==> src/encoder_move_command_sequencer_core_defines.svh <==
// Assertion helpers for the move command sequencer.
// Both expect signals named clk and rst_n in the using scope.
`ifndef ENCODER_MOVE_COMMAND_SEQUENCER_CORE_DEFINES_SVH
`define ENCODER_MOVE_COMMAND_SEQUENCER_CORE_DEFINES_SVH

// same-cycle implication
`define EMCS_ASSERT_IMPL(name, ante, cons) \
  name: assert property (@(posedge clk) disable iff (!rst_n) (ante) |-> (cons)) \
    else $error("emcs same-cycle check failed");

// next-cycle implication
`define EMCS_ASSERT_NEXT(name, ante, cons) \
  name: assert property (@(posedge clk) disable iff (!rst_n) (ante) |=> (cons)) \
    else $error("emcs next-cycle check failed");

`endif

==> src/emcs_pkg.sv <==
`default_nettype none

package emcs_pkg;

  // default widths and reset values
  localparam int COUNT_WIDTH_DEF = 16;
  localparam int TIMER_WIDTH_DEF = 32;
  localparam logic [31:0] BUZZER_TICKS_RST = 32'd7000;
  localparam logic [7:0]  DUTY_RST = 8'hFF;

  // register index of buzzer_ticks
  localparam logic REG_BUZZER_TICKS = 1'b0;

  // item kinds on the input channel
  typedef enum logic [1:0] {
    CMD_BYTE        = 2'd0,
    CMD_LEFT_PULSE  = 2'd1,
    CMD_RIGHT_PULSE = 2'd2,
    CMD_TICK        = 2'd3
  } cmd_code_t;

  // execution phase
  typedef enum logic [2:0] {
    PH_IDLE     = 3'd0,
    PH_STRAIGHT = 3'd1,
    PH_TURN     = 3'd2,
    PH_APPROACH = 3'd3,
    PH_BUZZ     = 3'd4
  } phase_t;

  // what a command byte does
  typedef enum logic [2:0] {
    CK_STOP    = 3'd0,
    CK_MOVE    = 3'd1,
    CK_BUZZ    = 3'd2,
    CK_LED_SET = 3'd3,
    CK_LED_CLR = 3'd4,
    CK_NONE    = 3'd5
  } cmd_kind_t;

  // command bytes
  localparam logic [7:0] CB_STOP          = 8'h00;
  localparam logic [7:0] CB_FWD_267       = 8'h01;
  localparam logic [7:0] CB_BACK_108      = 8'h02;
  localparam logic [7:0] CB_APPR_RIGHT    = 8'h03;
  localparam logic [7:0] CB_APPR_LEFT     = 8'h04;
  localparam logic [7:0] CB_FWD_140       = 8'h05;
  localparam logic [7:0] CB_BUZZ          = 8'h06;
  localparam logic [7:0] CB_LED_SET_A     = 8'h07;
  localparam logic [7:0] CB_LED_SET_B     = 8'h08;
  localparam logic [7:0] CB_LED_SET_C     = 8'h09;
  localparam logic [7:0] CB_LED_SET_D     = 8'h0A;
  localparam logic [7:0] CB_LED_SET_E     = 8'h0B;
  localparam logic [7:0] CB_LED_SET_F     = 8'h0C;
  localparam logic [7:0] CB_LED_CLR_A     = 8'h0D;
  localparam logic [7:0] CB_LED_CLR_B     = 8'h0E;
  localparam logic [7:0] CB_LED_CLR_C     = 8'h0F;
  localparam logic [7:0] CB_LED_CLR_D     = 8'h10;
  localparam logic [7:0] CB_LED_CLR_E     = 8'h11;
  localparam logic [7:0] CB_LED_CLR_F     = 8'h12;
  localparam logic [7:0] CB_SPIN_R_180    = 8'h13;
  localparam logic [7:0] CB_FWD_237       = 8'h14;
  localparam logic [7:0] CB_SPIN_L_180    = 8'h15;
  localparam logic [7:0] CB_FWD_90        = 8'h16;
  localparam logic [7:0] CB_FWD_95        = 8'h17;

  // drive direction codes
  localparam logic [3:0] DIR_STOP   = 4'h0;
  localparam logic [3:0] DIR_FWD    = 4'h6;
  localparam logic [3:0] DIR_BACK   = 4'h9;
  localparam logic [3:0] DIR_SPIN_R = 4'hA;
  localparam logic [3:0] DIR_SPIN_L = 4'h5;

  // pulse targets: mm / 5.44 or deg / 4.09, truncated
  localparam logic [5:0] TGT_267   = 6'd49;
  localparam logic [5:0] TGT_108   = 6'd19;
  localparam logic [5:0] TGT_30    = 6'd5;
  localparam logic [5:0] TGT_140   = 6'd25;
  localparam logic [5:0] TGT_237   = 6'd43;
  localparam logic [5:0] TGT_90MM  = 6'd16;
  localparam logic [5:0] TGT_95    = 6'd17;
  localparam logic [5:0] TGT_90DEG = 6'd22;
  localparam logic [5:0] TGT_180   = 6'd44;

  // LED bits
  localparam logic [7:0] LED_A = 8'h01;
  localparam logic [7:0] LED_B = 8'h08;
  localparam logic [7:0] LED_C = 8'h04;
  localparam logic [7:0] LED_D = 8'h10;
  localparam logic [7:0] LED_E = 8'h80;
  localparam logic [7:0] LED_F = 8'h40;

  // decoded command
  typedef struct packed {
    cmd_kind_t  kind;
    logic [7:0] left_duty;
    logic [7:0] right_duty;
    logic [3:0] dir;
    phase_t     phase;
    logic [5:0] target;
    logic [7:0] led_mask;
  } cmd_info_t;

  // one result item
  typedef struct packed {
    logic [3:0] drive_dir;
    logic [7:0] left_duty;
    logic [7:0] right_duty;
    logic [7:0] led_bits;
    logic       buzz_level;
    logic       echo_valid;
    logic [7:0] echo_byte;
    logic       busy_res;
    logic       dropped;
  } result_t;

endpackage

`default_nettype wire

==> src/emcs_decode.sv <==
`default_nettype none

// Command byte lookup: duties, direction, phase, target, LED bit.
module emcs_decode (
  input  wire logic [7:0]          rx_byte,
  output emcs_pkg::cmd_info_t      info
);

  always_comb begin
    info = '{kind: emcs_pkg::CK_NONE, left_duty: 8'd0, right_duty: 8'd0,
             dir: emcs_pkg::DIR_STOP, phase: emcs_pkg::PH_IDLE, target: 6'd0,
             led_mask: 8'd0};
    unique case (rx_byte)
      emcs_pkg::CB_STOP: info.kind = emcs_pkg::CK_STOP;
      emcs_pkg::CB_FWD_267: begin
        info = '{emcs_pkg::CK_MOVE, 8'd225, 8'd205, emcs_pkg::DIR_FWD,
                 emcs_pkg::PH_STRAIGHT, emcs_pkg::TGT_267, 8'd0};
      end
      emcs_pkg::CB_BACK_108: begin
        info = '{emcs_pkg::CK_MOVE, 8'd225, 8'd205, emcs_pkg::DIR_BACK,
                 emcs_pkg::PH_STRAIGHT, emcs_pkg::TGT_108, 8'd0};
      end
      emcs_pkg::CB_APPR_RIGHT: begin
        info = '{emcs_pkg::CK_MOVE, 8'd160, 8'd150, emcs_pkg::DIR_FWD,
                 emcs_pkg::PH_APPROACH, emcs_pkg::TGT_30, 8'd0};
      end
      emcs_pkg::CB_APPR_LEFT: begin
        info = '{emcs_pkg::CK_MOVE, 8'd156, 8'd149, emcs_pkg::DIR_FWD,
                 emcs_pkg::PH_APPROACH, emcs_pkg::TGT_30, 8'd0};
      end
      emcs_pkg::CB_FWD_140: begin
        info = '{emcs_pkg::CK_MOVE, 8'd225, 8'd205, emcs_pkg::DIR_FWD,
                 emcs_pkg::PH_STRAIGHT, emcs_pkg::TGT_140, 8'd0};
      end
      emcs_pkg::CB_SPIN_R_180: begin
        info = '{emcs_pkg::CK_MOVE, 8'd153, 8'd149, emcs_pkg::DIR_SPIN_R,
                 emcs_pkg::PH_TURN, emcs_pkg::TGT_180, 8'd0};
      end
      emcs_pkg::CB_FWD_237: begin
        info = '{emcs_pkg::CK_MOVE, 8'd225, 8'd205, emcs_pkg::DIR_FWD,
                 emcs_pkg::PH_STRAIGHT, emcs_pkg::TGT_237, 8'd0};
      end
      emcs_pkg::CB_SPIN_L_180: begin
        info = '{emcs_pkg::CK_MOVE, 8'd154, 8'd149, emcs_pkg::DIR_SPIN_L,
                 emcs_pkg::PH_TURN, emcs_pkg::TGT_180, 8'd0};
      end
      emcs_pkg::CB_FWD_90: begin
        info = '{emcs_pkg::CK_MOVE, 8'd225, 8'd205, emcs_pkg::DIR_FWD,
                 emcs_pkg::PH_STRAIGHT, emcs_pkg::TGT_90MM, 8'd0};
      end
      emcs_pkg::CB_FWD_95: begin
        info = '{emcs_pkg::CK_MOVE, 8'd225, 8'd205, emcs_pkg::DIR_FWD,
                 emcs_pkg::PH_STRAIGHT, emcs_pkg::TGT_95, 8'd0};
      end
      emcs_pkg::CB_BUZZ: info.kind = emcs_pkg::CK_BUZZ;
      // LED set codes
      emcs_pkg::CB_LED_SET_A: begin
        info.kind = emcs_pkg::CK_LED_SET; info.led_mask = emcs_pkg::LED_A;
      end
      emcs_pkg::CB_LED_SET_B: begin
        info.kind = emcs_pkg::CK_LED_SET; info.led_mask = emcs_pkg::LED_B;
      end
      emcs_pkg::CB_LED_SET_C: begin
        info.kind = emcs_pkg::CK_LED_SET; info.led_mask = emcs_pkg::LED_C;
      end
      emcs_pkg::CB_LED_SET_D: begin
        info.kind = emcs_pkg::CK_LED_SET; info.led_mask = emcs_pkg::LED_D;
      end
      emcs_pkg::CB_LED_SET_E: begin
        info.kind = emcs_pkg::CK_LED_SET; info.led_mask = emcs_pkg::LED_E;
      end
      emcs_pkg::CB_LED_SET_F: begin
        info.kind = emcs_pkg::CK_LED_SET; info.led_mask = emcs_pkg::LED_F;
      end
      // LED clear codes
      emcs_pkg::CB_LED_CLR_A: begin
        info.kind = emcs_pkg::CK_LED_CLR; info.led_mask = emcs_pkg::LED_A;
      end
      emcs_pkg::CB_LED_CLR_B: begin
        info.kind = emcs_pkg::CK_LED_CLR; info.led_mask = emcs_pkg::LED_B;
      end
      emcs_pkg::CB_LED_CLR_C: begin
        info.kind = emcs_pkg::CK_LED_CLR; info.led_mask = emcs_pkg::LED_C;
      end
      emcs_pkg::CB_LED_CLR_D: begin
        info.kind = emcs_pkg::CK_LED_CLR; info.led_mask = emcs_pkg::LED_D;
      end
      emcs_pkg::CB_LED_CLR_E: begin
        info.kind = emcs_pkg::CK_LED_CLR; info.led_mask = emcs_pkg::LED_E;
      end
      emcs_pkg::CB_LED_CLR_F: begin
        info.kind = emcs_pkg::CK_LED_CLR; info.led_mask = emcs_pkg::LED_F;
      end
      default: info.kind = emcs_pkg::CK_NONE;
    endcase
  end

endmodule

`default_nettype wire

==> src/emcs_exec.sv <==
`default_nettype none

// Sequencer state and the single-pass update for one item.
module emcs_exec #(
  parameter int COUNT_WIDTH = emcs_pkg::COUNT_WIDTH_DEF,
  parameter int TIMER_WIDTH = emcs_pkg::TIMER_WIDTH_DEF
) (
  input  wire logic              clk,
  input  wire logic              rst_n,
  input  wire logic              step_en,
  input  wire logic [1:0]        command,
  input  wire logic [7:0]        rx_byte,
  input  wire logic [31:0]       buzzer_ticks,
  output emcs_pkg::result_t      res
);

  localparam logic [31:0] TIMER_MAX = 32'((64'd1 << TIMER_WIDTH) - 64'd1);

  emcs_pkg::cmd_info_t info;

  emcs_pkg::phase_t         phase_r, phase_nxt;
  logic [7:0]               cur_cmd_r, cur_cmd_nxt;
  logic [COUNT_WIDTH-1:0]   left_cnt_r, left_cnt_nxt;
  logic [COUNT_WIDTH-1:0]   right_cnt_r, right_cnt_nxt;
  logic [5:0]               target_r, target_nxt;
  logic [3:0]               dir_r, dir_nxt;
  logic [7:0]               left_duty_r, left_duty_nxt;
  logic [7:0]               right_duty_r, right_duty_nxt;
  logic [7:0]               led_r, led_nxt;
  logic [TIMER_WIDTH-1:0]   timer_r, timer_nxt;
  logic [TIMER_WIDTH-1:0]   timer_load;
  logic                     done;
  logic                     drop;
  logic                     busy;
  logic                     right_hit;
  logic                     left_hit;

  emcs_decode u_decode (
    .rx_byte (rx_byte),
    .info    (info)
  );

  assign busy = (phase_r != emcs_pkg::PH_IDLE);

  // buzzer length saturates at the timer range
  assign timer_load = (buzzer_ticks > TIMER_MAX) ? TIMER_MAX[TIMER_WIDTH-1:0]
                                                 : buzzer_ticks[TIMER_WIDTH-1:0];

  // next state
  always_comb begin
    phase_nxt      = phase_r;
    cur_cmd_nxt    = cur_cmd_r;
    left_cnt_nxt   = left_cnt_r;
    right_cnt_nxt  = right_cnt_r;
    target_nxt     = target_r;
    dir_nxt        = dir_r;
    left_duty_nxt  = left_duty_r;
    right_duty_nxt = right_duty_r;
    led_nxt        = led_r;
    timer_nxt      = timer_r;
    done           = 1'b0;
    drop           = 1'b0;

    // item effect
    unique case (emcs_pkg::cmd_code_t'(command))
      emcs_pkg::CMD_BYTE: begin
        if (busy) begin
          drop = 1'b1;
        end else begin
          cur_cmd_nxt = rx_byte;
          unique case (info.kind)
            emcs_pkg::CK_STOP: begin
              dir_nxt = emcs_pkg::DIR_STOP;
              done    = 1'b1;
            end
            emcs_pkg::CK_MOVE: begin
              left_duty_nxt  = info.left_duty;
              right_duty_nxt = info.right_duty;
              dir_nxt        = info.dir;
              phase_nxt      = info.phase;
              target_nxt     = info.target;
              right_cnt_nxt  = '0;
              if (info.phase == emcs_pkg::PH_TURN) begin
                left_cnt_nxt = '0;
              end
            end
            emcs_pkg::CK_BUZZ: begin
              timer_nxt = timer_load;
              if (timer_load == '0) begin
                done = 1'b1;
              end else begin
                phase_nxt = emcs_pkg::PH_BUZZ;
              end
            end
            emcs_pkg::CK_LED_SET: begin
              led_nxt = led_r | info.led_mask;
              done    = 1'b1;
            end
            emcs_pkg::CK_LED_CLR: begin
              led_nxt = led_r & ~info.led_mask;
              done    = 1'b1;
            end
            default: done = 1'b1;
          endcase
        end
      end
      emcs_pkg::CMD_LEFT_PULSE:  left_cnt_nxt  = left_cnt_r + 1'b1;
      emcs_pkg::CMD_RIGHT_PULSE: right_cnt_nxt = right_cnt_r + 1'b1;
      emcs_pkg::CMD_TICK: begin
        if (phase_r == emcs_pkg::PH_BUZZ) begin
          timer_nxt = timer_r - 1'b1;
          if (timer_nxt == '0) begin
            done = 1'b1;
          end
        end
      end
    endcase

    // target check on the updated counts
    right_hit = (right_cnt_nxt >= COUNT_WIDTH'(target_nxt));
    left_hit  = (left_cnt_nxt >= COUNT_WIDTH'(target_nxt));
    if (phase_nxt == emcs_pkg::PH_STRAIGHT || phase_nxt == emcs_pkg::PH_APPROACH) begin
      if (right_hit) begin
        if (phase_nxt == emcs_pkg::PH_APPROACH) begin
          // approach done: start the 90 degree turn
          dir_nxt = (cur_cmd_nxt == emcs_pkg::CB_APPR_RIGHT) ? emcs_pkg::DIR_SPIN_R
                                                              : emcs_pkg::DIR_SPIN_L;
          phase_nxt     = emcs_pkg::PH_TURN;
          target_nxt    = emcs_pkg::TGT_90DEG;
          right_cnt_nxt = '0;
          left_cnt_nxt  = '0;
        end else begin
          dir_nxt = emcs_pkg::DIR_STOP;
          done    = 1'b1;
        end
      end
    end else if (phase_nxt == emcs_pkg::PH_TURN) begin
      if (right_hit || left_hit) begin
        dir_nxt = emcs_pkg::DIR_STOP;
        done    = 1'b1;
      end
    end

    if (done) begin
      phase_nxt = emcs_pkg::PH_IDLE;
      timer_nxt = '0;
    end
  end

  // result item
  always_comb begin
    res.drive_dir  = dir_nxt;
    res.left_duty  = left_duty_nxt;
    res.right_duty = right_duty_nxt;
    res.led_bits   = led_nxt;
    res.buzz_level = (phase_nxt == emcs_pkg::PH_BUZZ);
    res.echo_valid = done;
    res.echo_byte  = done ? cur_cmd_nxt : 8'd0;
    res.busy_res   = (phase_nxt != emcs_pkg::PH_IDLE);
    res.dropped    = drop;
  end

  // state registers
  always_ff @(posedge clk) begin
    if (!rst_n) begin
      phase_r      <= emcs_pkg::PH_IDLE;
      cur_cmd_r    <= 8'd0;
      left_cnt_r   <= '0;
      right_cnt_r  <= '0;
      target_r     <= 6'd0;
      dir_r        <= emcs_pkg::DIR_STOP;
      left_duty_r  <= emcs_pkg::DUTY_RST;
      right_duty_r <= emcs_pkg::DUTY_RST;
      led_r        <= 8'd0;
      timer_r      <= '0;
    end else if (step_en) begin
      phase_r      <= phase_nxt;
      cur_cmd_r    <= cur_cmd_nxt;
      left_cnt_r   <= left_cnt_nxt;
      right_cnt_r  <= right_cnt_nxt;
      target_r     <= target_nxt;
      dir_r        <= dir_nxt;
      left_duty_r  <= left_duty_nxt;
      right_duty_r <= right_duty_nxt;
      led_r        <= led_nxt;
      timer_r      <= timer_nxt;
    end
  end

endmodule

`default_nettype wire

==> src/encoder_move_command_sequencer_core.sv <==
// Path: input register, then result register. One item per cycle unless out_stall
// holds a waiting result; the single-pass state update bounds the rate.
// A result waiting under out_stall holds; the input register still takes one more item.
// Reset (rst_n low, synchronous): sequencer idle, counts and timer cleared,
// duties 255, LEDs off, buzzer_ticks 7000, both channels empty.
`default_nettype none

`include "encoder_move_command_sequencer_core_defines.svh"

module encoder_move_command_sequencer_core #(
  parameter int COUNT_WIDTH = emcs_pkg::COUNT_WIDTH_DEF,
  parameter int TIMER_WIDTH = emcs_pkg::TIMER_WIDTH_DEF
) (
  input  wire logic        clk,
  input  wire logic        rst_n,
  // input channel
  input  wire logic        in_valid,
  output logic             in_stall,
  input  wire logic [1:0]  in_command,
  input  wire logic [7:0]  in_rx_byte,
  // result channel
  output logic             out_valid,
  input  wire logic        out_stall,
  output logic [3:0]       out_drive_dir,
  output logic [7:0]       out_left_duty,
  output logic [7:0]       out_right_duty,
  output logic [7:0]       out_led_bits,
  output logic             out_buzz_level,
  output logic             out_echo_valid,
  output logic [7:0]       out_echo_byte,
  output logic             out_busy_res,
  output logic             out_dropped,
  // configuration
  input  wire logic        psel,
  input  wire logic        penable,
  input  wire logic        pwrite,
  input  wire logic [2:0]  paddr,
  input  wire logic [31:0] pwdata,
  output logic [31:0]      prdata,
  output logic             pready
);

  logic              in_valid_r, in_valid_nxt;
  logic [1:0]        in_command_r;
  logic [7:0]        in_rx_byte_r;
  logic              out_valid_r, out_valid_nxt;
  emcs_pkg::result_t res;
  emcs_pkg::result_t res_r;
  logic [31:0]       buzzer_ticks_r;
  logic              out_free;
  logic              step_en;
  logic              in_take;
  logic              cfg_wr;

  // handshake
  assign out_free      = !out_valid_r || !out_stall;
  assign step_en       = in_valid_r && out_free;
  assign in_stall      = in_valid_r && !out_free;
  assign in_take       = in_valid && !in_stall;
  assign in_valid_nxt  = in_take || (in_valid_r && !step_en);
  assign out_valid_nxt = step_en || (out_valid_r && out_stall);

  // input register
  always_ff @(posedge clk) begin
    if (!rst_n) begin
      in_valid_r <= 1'b0;
    end else begin
      in_valid_r <= in_valid_nxt;
    end
  end

  always_ff @(posedge clk) begin
    if (in_take) begin
      in_command_r <= in_command;
      in_rx_byte_r <= in_rx_byte;
    end
  end

  // configuration register
  assign pready = 1'b1;
  assign cfg_wr = psel && penable && pwrite && pready &&
                  (paddr[2] == emcs_pkg::REG_BUZZER_TICKS);
  assign prdata = (paddr[2] == emcs_pkg::REG_BUZZER_TICKS) ? buzzer_ticks_r : 32'd0;

  always_ff @(posedge clk) begin
    if (!rst_n) begin
      buzzer_ticks_r <= emcs_pkg::BUZZER_TICKS_RST;
    end else if (cfg_wr) begin
      buzzer_ticks_r <= pwdata;
    end
  end

  // sequencer
  emcs_exec #(
    .COUNT_WIDTH (COUNT_WIDTH),
    .TIMER_WIDTH (TIMER_WIDTH)
  ) u_exec (
    .clk          (clk),
    .rst_n        (rst_n),
    .step_en      (step_en),
    .command      (in_command_r),
    .rx_byte      (in_rx_byte_r),
    .buzzer_ticks (buzzer_ticks_r),
    .res          (res)
  );

  // result register
  always_ff @(posedge clk) begin
    if (!rst_n) begin
      out_valid_r <= 1'b0;
    end else begin
      out_valid_r <= out_valid_nxt;
    end
  end

  always_ff @(posedge clk) begin
    if (step_en) begin
      res_r <= res;
    end
  end

  assign out_valid      = out_valid_r;
  assign out_drive_dir  = res_r.drive_dir;
  assign out_left_duty  = res_r.left_duty;
  assign out_right_duty = res_r.right_duty;
  assign out_led_bits   = res_r.led_bits;
  assign out_buzz_level = res_r.buzz_level;
  assign out_echo_valid = res_r.echo_valid;
  assign out_echo_byte  = res_r.echo_byte;
  assign out_busy_res   = res_r.busy_res;
  assign out_dropped    = res_r.dropped;

  // checks
  `EMCS_ASSERT_IMPL(a_echo_not_busy, out_valid && out_echo_valid, !out_busy_res)
  `EMCS_ASSERT_IMPL(a_drop_no_echo, out_valid && out_dropped, !out_echo_valid && out_busy_res)
  `EMCS_ASSERT_IMPL(a_buzz_is_busy, out_valid && out_buzz_level, out_busy_res)
  `EMCS_ASSERT_NEXT(a_step_fills_out, step_en, out_valid)

endmodule

`default_nettype wire
==> config.mk <==
export PLATFORM = sky130hd
export DESIGN_NAME = encoder_move_command_sequencer_core
export DESIGN_NICKNAME = d
export VERILOG_FILES = /design/src/emcs_pkg.sv /design/src/emcs_decode.sv /design/src/emcs_exec.sv /design/src/encoder_move_command_sequencer_core.sv
export VERILOG_INCLUDE_DIRS = /design/src /design/src/src
export SDC_FILE = /design/constraint.sdc
export NUM_CORES = 1
export LEC_CHECK = 0
export ABC_AREA = 1
export BUFFER_PORTS_ARGS = -buffer_cell sky130_fd_sc_hd__buf_2
export CORE_MARGIN = 3
export CORE_UTILIZATION = 59
export DETAILED_ROUTE_END_ITERATION = 8
export PLACE_DENSITY = 0.87
export SETUP_SLACK_MARGIN = 0.1
export SYNTH_ARGS = -nofsm -noshare
export SYNTH_HDL_FRONTEND = slang
export SYNTH_SLANG_ARGS = --single-unit
==> constraint.sdc <==
create_clock -name clk -period 5.47 [get_ports clk]
set_clock_uncertainty 0.15 [all_clocks]
set_input_delay 1.094 -clock clk [delete_from_list [all_inputs] [get_ports clk]]
set_output_delay 1.094 -clock clk [all_outputs]
set_load 0.03 [all_outputs]
==> run metrics, run 1 <==
Ant. Diodes=0; Cell Pwr Density=284 nW/um^2; layout cell share with drive strength beyond 1=12.6%; asr flop ratio synth=0%; Sw Pwr=1150 uW; Yosys cell types=46; Slew @ Worst Pin=0.894 ns; Post-DP Area=11700 um^2; Tmin final=4.88 ns; vias per cell=5.51; RSZ-0062 raised after global routing=no; Sequential Power Share=44.5%; Hold Path Class=register to register; Post-Synth Simple-Gate Area=33.0%; Critical-path top delay cell=nand2_4; synthesized flop and latch total=189; crit path capture type=register; outcome=finished, final reports clean; Data arrival, critical path=5.07 ns; starting density of the core=60.6%; FMAX=205 MHz; Final Cycle Share=89.2%; DIE AREA=20300 um^2; leading cell type in the layout, fill and taps excluded=nand2_1; CP Launch Type=register; WP data required=5.66 ns; Layout Nets=1831; Syn Std Cell Area=11000 um^2; Setup violations, final=0; cell taking the most area after synthesis=dfxtp_1; XOR/XNOR share of the synthesized area=1.43%; root buf cell=clkbuf_16; commonest cells after routing, fill and taps aside=nand2_1, nor2_1, inv_1; relative slew slack=40.4%; initial antenna violation count=0; adder-cell share of the synthesized area=2.28%; hold buffers post-CTS=0; Largest stage delay, worst path=0.47 ns; Setup TNS=0 ns; final hold vios=0; clock group share of total power=34.9%; Internal=2330 uW; final worst slack=0.589 ns; GRT overflow=0; mean post-synth cell area=6.57 um^2; drt first-iter violations=1137; CTS tree=built; most used cell, CP=nand2_1; filler instances=1550; I/O Buffers=121; standby leakage power=0.00586 uW; Rows=49; WP buf/inv=5; CTS buffer count=17; pre-CTS WS=0.691 ns; DIE WIDTH=143 um; placer's final routability congestion estimate=0.984; Yosys warning count=0; global-route wire length before repair=46700 um; vias in the first global route=10100; EDFF count, synth=48; Pre-antenna DRT Iters=5; largest net degree at the start of global routing=84; crit-path max FO=60; Compound-Gate Fraction of Synth Area=14.3%; post-detailed-route wirelength per cell=13.9 um; synth top area cells=dfxtp_1, nand2_1, edfxtp_1, nor2_1, inv_1; combinational power share=20.6%; Crit path max-delay family=simple AND/OR/NAND/NOR gates; hold path depth=2; Post-CTS Setup Repair Bufs=0; Post-DP HPWL=19700 um; multiplexer share of the synthesized area=0%; DRC violation count after routing=0; final WL=27900 um; Finished Layout Cells=2001; Slew Viols, Final=0; Peak VDD IR=0.235 mV; Worst-path clk slew=0.07 ns; ANT nets after route=0; cells resized by post-CTS repair=0; Ports=127; Clock Latency Late Sink=0.45 ns; Bufs on Longest Clock Path=2; Die Y-Extent=143 um; register area share after synthesis=38.8%; GRT Total Usage=27.9%; largest family of logic cells by synthesized area=simple AND/OR/NAND/NOR gates; R2R depth=31; final instance area=12300 um^2; CTS sink count=189; CP Depth=31; top cell type's share of synthesized area=25.7%; Crit Path Category=register to register; switching part of the total power=33.1%; Post-Syn Instances=1675; flop2flop setup slack=0.59 ns; Max-Cap Viols=0; layout overhead on the synthesized area=11.4%; Cells after DPL=1969; detailed-route via count=11000; Core ar.=18100 um^2; htree depth=4; top_reg_cell synth=dfxtp_1
## metal layers
layer	global-route usage, %	vias to the layer above	part of all wire, %
met2	47.3	441	47
met5	0	-	0
met3	5.21	86	6.6
li1	-	5504	-
met4	13.4	0	3.8
met1	34.3	4987	42
## power by group through the flow
stage / Combinational [uW] / Clock, uW / Sequential (uW)
2_1_floorplan: 519 / 0 / 1590
3_3_place_gp: 687 / 0 / 1580
3_5_place_dp: 705 / 0 / 1580
4_1_cts: 712 / 1230 / 1550
5_1_grt: 811 / 1290 / 1550
6_report: 716 / 1220 / 1550
## registers in the layout, summed over array words and instances (netlist names), 3 cells and up
name and count:
u_exec.phase_r 3, out_drive_dir 4, out_right_duty 8, u_exec.left_cnt_r 16, u_exec.led_r 6, in_rx_byte_r 8, u_exec.right_duty_r 8, u_exec.cur_cmd_r 8
u_exec.right_cnt_r 16, u_exec.timer_r 32, u_exec.target_r 6, u_exec.left_duty_r 8, u_exec.dir_r 4, out_echo_byte 8, out_led_bits 6, buzzer_ticks_r 32
out_left_duty 8
## final cells by class
| type | instances | area [um^2] | share of cell area [%] |
|---|---|---|---|
| Multi-Input combinational cell | 1205 | 5620 | 45.8 |
| Sequential cell | 189 | 4260 | 34.8 |
| Inverter | 212 | 797 | 6.50 |
| Timing Repair Buffer | 134 | 716 | 5.84 |
| Clock buffer | 17 | 425 | 3.47 |
| Tap cell | 229 | 287 | 2.34 |
| Clock inverter | 15 | 150 | 1.23 |
## worst reg2reg max path: cells and delay by family (launching register included)
kind                       cells  cell delay, ns
and+or+nand+nor               22            2.97
buffers and inverters          5            0.43
adders and majority gates      1            0.33
AOI/OAI and AO/OA              3            0.52
DFF                            1            0.41
## per-stage QoR
step	util (%)	power, uW	hold slack (ns)
finish	67.5	3480	0.317
global placement	64.4	2260	0.291
CTS	67.5	3490	0.317
detailed placement	64.4	2280	0.300
global route	67.5	3660	0.347
floorplan	-	2110	0.281
## cells in the mapped netlist, drive strengths merged, types with 4 or more instances
cell,count
inv,212
nor3,10
o22ai,4
buf,23
o21ai,125
edfxtp,48
xor2,18
a21oi,116
nor2,301
dfxtp,141
nand4,24
nand2,459
nand3,81
o211ai,21
ha,20
clkbuf,47
## path summary, 6_finish.rpt
path | start | end
max | in_rx_byte_r[6] | u_exec.timer_r[30]
min | u_exec.left_cnt_r[4] | u_exec.left_cnt_r[4]
max reg2reg | in_rx_byte_r[6] | u_exec.timer_r[30]
min reg2reg | u_exec.left_cnt_r[4] | u_exec.left_cnt_r[4]
## cells by family (layout without fill, tap and decap cells)
kind of cell / Yosys count / after routing
AOI/OAI and AO/OA: 285 / 285
xor gates and xnor gates: 18 / 18
adders and majority gates: 20 / 20
buffers and inverters: 282 / 378
DFF: 189 / 189
other: 2 / 3
and+or+nand+nor: 879 / 879
(Power assumes the default switching activity.)
==> inputs of run 2 (changes only) <==
--- a/config.mk
+++ b/config.mk
@@ -8,11 +8,14 @@
 export LEC_CHECK = 0
 export ABC_AREA = 1
 export BUFFER_PORTS_ARGS = -buffer_cell sky130_fd_sc_hd__buf_2
+export CELL_PAD_IN_SITES_DETAIL_PLACEMENT = 0
+export CELL_PAD_IN_SITES_GLOBAL_PLACEMENT = 1
 export CORE_MARGIN = 3
-export CORE_UTILIZATION = 59
+export CORE_UTILIZATION = 42
 export DETAILED_ROUTE_END_ITERATION = 8
-export PLACE_DENSITY = 0.87
+export PLACE_DENSITY = 0.88
 export SETUP_SLACK_MARGIN = 0.1
+export SLEW_MARGIN = 30
 export SYNTH_ARGS = -nofsm -noshare
 export SYNTH_HDL_FRONTEND = slang
 export SYNTH_SLANG_ARGS = --single-unit
==> run 2 against run 1 <==
Compared with the run above: first-iteration DRC count down 38%; sequential cell count unchanged; highest routed layer unchanged; wire length up 8.3%; design area up 1.4%; sequential power about the same; largest cell class unchanged; register-to-register slack better by 0.20 ns.
==> run metrics, run 2 (synthesized netlist as in run 1, its figures left out) <==
outcome=finished, final reports clean; Cells after DPL=2070 (+5.1%); most used cell, CP=nand2_1; Peak VDD IR=0.178 mV (-25%); WP buf/inv=3 (-2); Worst R2R End=u_exec.timer_r[30]; Clock Latency Late Sink=0.43 ns (-0.02 ns); Worst-path clk slew=0.08 ns (about the same); Tot Pwr=3570 uW (+2.7%); root buf cell=clkbuf_16; worst hold margin=0.317 ns (+0.0000560 ns); Bufs on Longest Clock Path=2 (unchanged); vias per cell=5.01 (-8.9%); starting density of the core=43.2% (-17 points); Final Cycle Share=85.5% (-3.7 points); GRT Total Usage=21.2% (-6.7 points); Cell Pwr Density=288 nW/um^2 (+1.3%); area of the multi-input gates=5620 um^2 (+0.16%); DIE AREA=28200 um^2 (+39%); detailed-route via count=10500 (-4.3%); crit-path max FO=60 (unchanged); WP data required=5.65 ns (about the same); Critical-path top delay cell=edfxtp_1; DRC violation count after routing=0 (unchanged); Layout Nets=1831 (unchanged); CP Launch Type=register; Die Y-Extent=168 um (+18%); post-detailed-route wirelength per cell=14.4 um (+3.1%); standby leakage power=0.00587 uW (+0.17%); Pre-antenna DRT Iters=7 (+2); final WL=30200 um (+8.3%); Rows=58 (+18%); largest net degree at the start of global routing=95 (+13%); R2R depth=32 (+3.2%); crit path capture type=register; Setup violations, final=0 (unchanged); Max-Cap Viols=0 (unchanged); Post-DP HPWL=21500 um (+9.5%); I/O Buffers=121 (unchanged); CTS sink count=189 (unchanged); Post-CTS Setup Repair Bufs=0 (unchanged); global-route wire length before repair=49500 um (+6.2%); Worst Hold Endpoint=u_exec.right_duty_r[7]; vias in the first global route=9943 (-2.0%); Data arrival, critical path=4.86 ns (-0.21 ns); layout cell share with drive strength beyond 1=12.7% (+0.11 points); layout overhead on the synthesized area=13.0%; Setup TNS=0 ns (unchanged); placer's final routability congestion estimate=0.895 (-9.0%); register area=4260 um^2 (unchanged); flop2flop setup slack=0.79 ns (+0.20 ns); initial antenna violation count=0 (unchanged); Ant. Diodes=0 (unchanged); DIE WIDTH=168 um (+18%); drt first-iter violations=702 (-38%); Slew Viols, Final=0 (unchanged); Hold Path Origin=u_exec.right_duty_r[7]; origin of the critical flop-to-flop path=in_rx_byte_r[1]; hold path depth=2 (unchanged); relative slew slack=36.5% (-3.8 points); CTS buffer count=17 (unchanged); Core ar.=25500 um^2 (+40%); filler instances=2607 (+68%); htree depth=4 (unchanged); Largest stage delay, worst path=0.45 ns (-0.02 ns); GRT overflow=0 (unchanged); Hold Path Class=register to register; final hold vios=0 (unchanged); CTS tree=built; ANT nets after route=0 (unchanged); FMAX=214 MHz (+4.3%); Crit path max-delay family=simple AND/OR/NAND/NOR gates; RSZ-0062 raised after global routing=no; Tmin final=4.68 ns (-0.202 ns); Finished Layout Cells=2102 (+5.0%); Slew @ Worst Pin=0.952 ns (+0.0577 ns); Top Registers=buzzer_ticks_r: 32 flops, u_exec.timer_r: 32 flops; Crit Path Category=register to register; commonest cells after routing, fill and taps aside=nand2_1, nor2_1, inv_1; leading cell type in the layout, fill and taps excluded=nand2_1; Ports=127 (unchanged)
run 2: power by group:
group / internal (uW) / switching (uW)
combinational: 215 / 511
clock: 664 / 635
sequential: 1500 / 43.6
run 2: per-stage QoR:
step                      instance area [um^2]  setup slack [ns]  utilization [%]
final                                    12400             0.791             48.8
after detailed placement                 11800             0.612             46.3
after floorplan                          11000              1.59                -
after global placement                   11800             0.689             46.3
after CTS                                12400             0.554             48.7
after global routing                     12400             0.193             48.8
run 2: worst register-to-register path, delay by kind of cell (launching register included):
| kind | cells | cell delay (ns) |
|---|---|---|
| DFF | 1 | 0.45 |
| AOI/OAI and AO/OA | 3 | 0.52 |
| and+or+nand+nor | 25 | 2.94 |
| buffers and inverters | 3 | 0.30 |
| adders and majority gates | 1 | 0.24 |
run 2: routing by layer:
layer / routed length, um / vias up / track usage (%) / share of wire [%]
met4: 371 / 0 / 4.41 / 1.2
li1: - / 5517 / - / -
met1: 14000 / 4831 / 27.1 / 46
met3: 817 / 26 / 2.84 / 2.7
met5: 0 / - / 0 / 0
met2: 15000 / 166 / 38.5 / 50
run 2: worst max path at each step:
stage | startpoint | slack (ns) | end | cells past startpoint
floorplan | in_command_r[0] | 1.59 | out_buzz_level | 27
global placement | in_rx_byte_r[4] | 0.69 | u_exec.timer_r[4] | 32
detailed placement | in_command_r[0] | 0.61 | u_exec.timer_r[17] | 27
CTS | in_command_r[0] | 0.55 | u_exec.timer_r[30] | 27
global route | in_rx_byte_r[4] | 0.19 | u_exec.timer_r[29] | 32
finish | in_rx_byte_r[1] | 0.79 | u_exec.timer_r[30] | 32
run 2: final cells by class:
cell class / instances / share of cell area [%]
Tap cell: 330 / 3.32
Clock buffer: 17 / 3.42
Sequential cell: 189 / 34.3
Inverter: 212 / 6.41
Clock inverter: 15 / 1.57
Timing Repair Buffer: 134 / 5.69
Multi-Input combinational cell: 1205 / 45.3
run 2: what timing repair did:
item / CTS / global route
setup endpoints to repair: 0 / 30
gates resized for setup: 0 / 1
hold buffers: 0 / 0
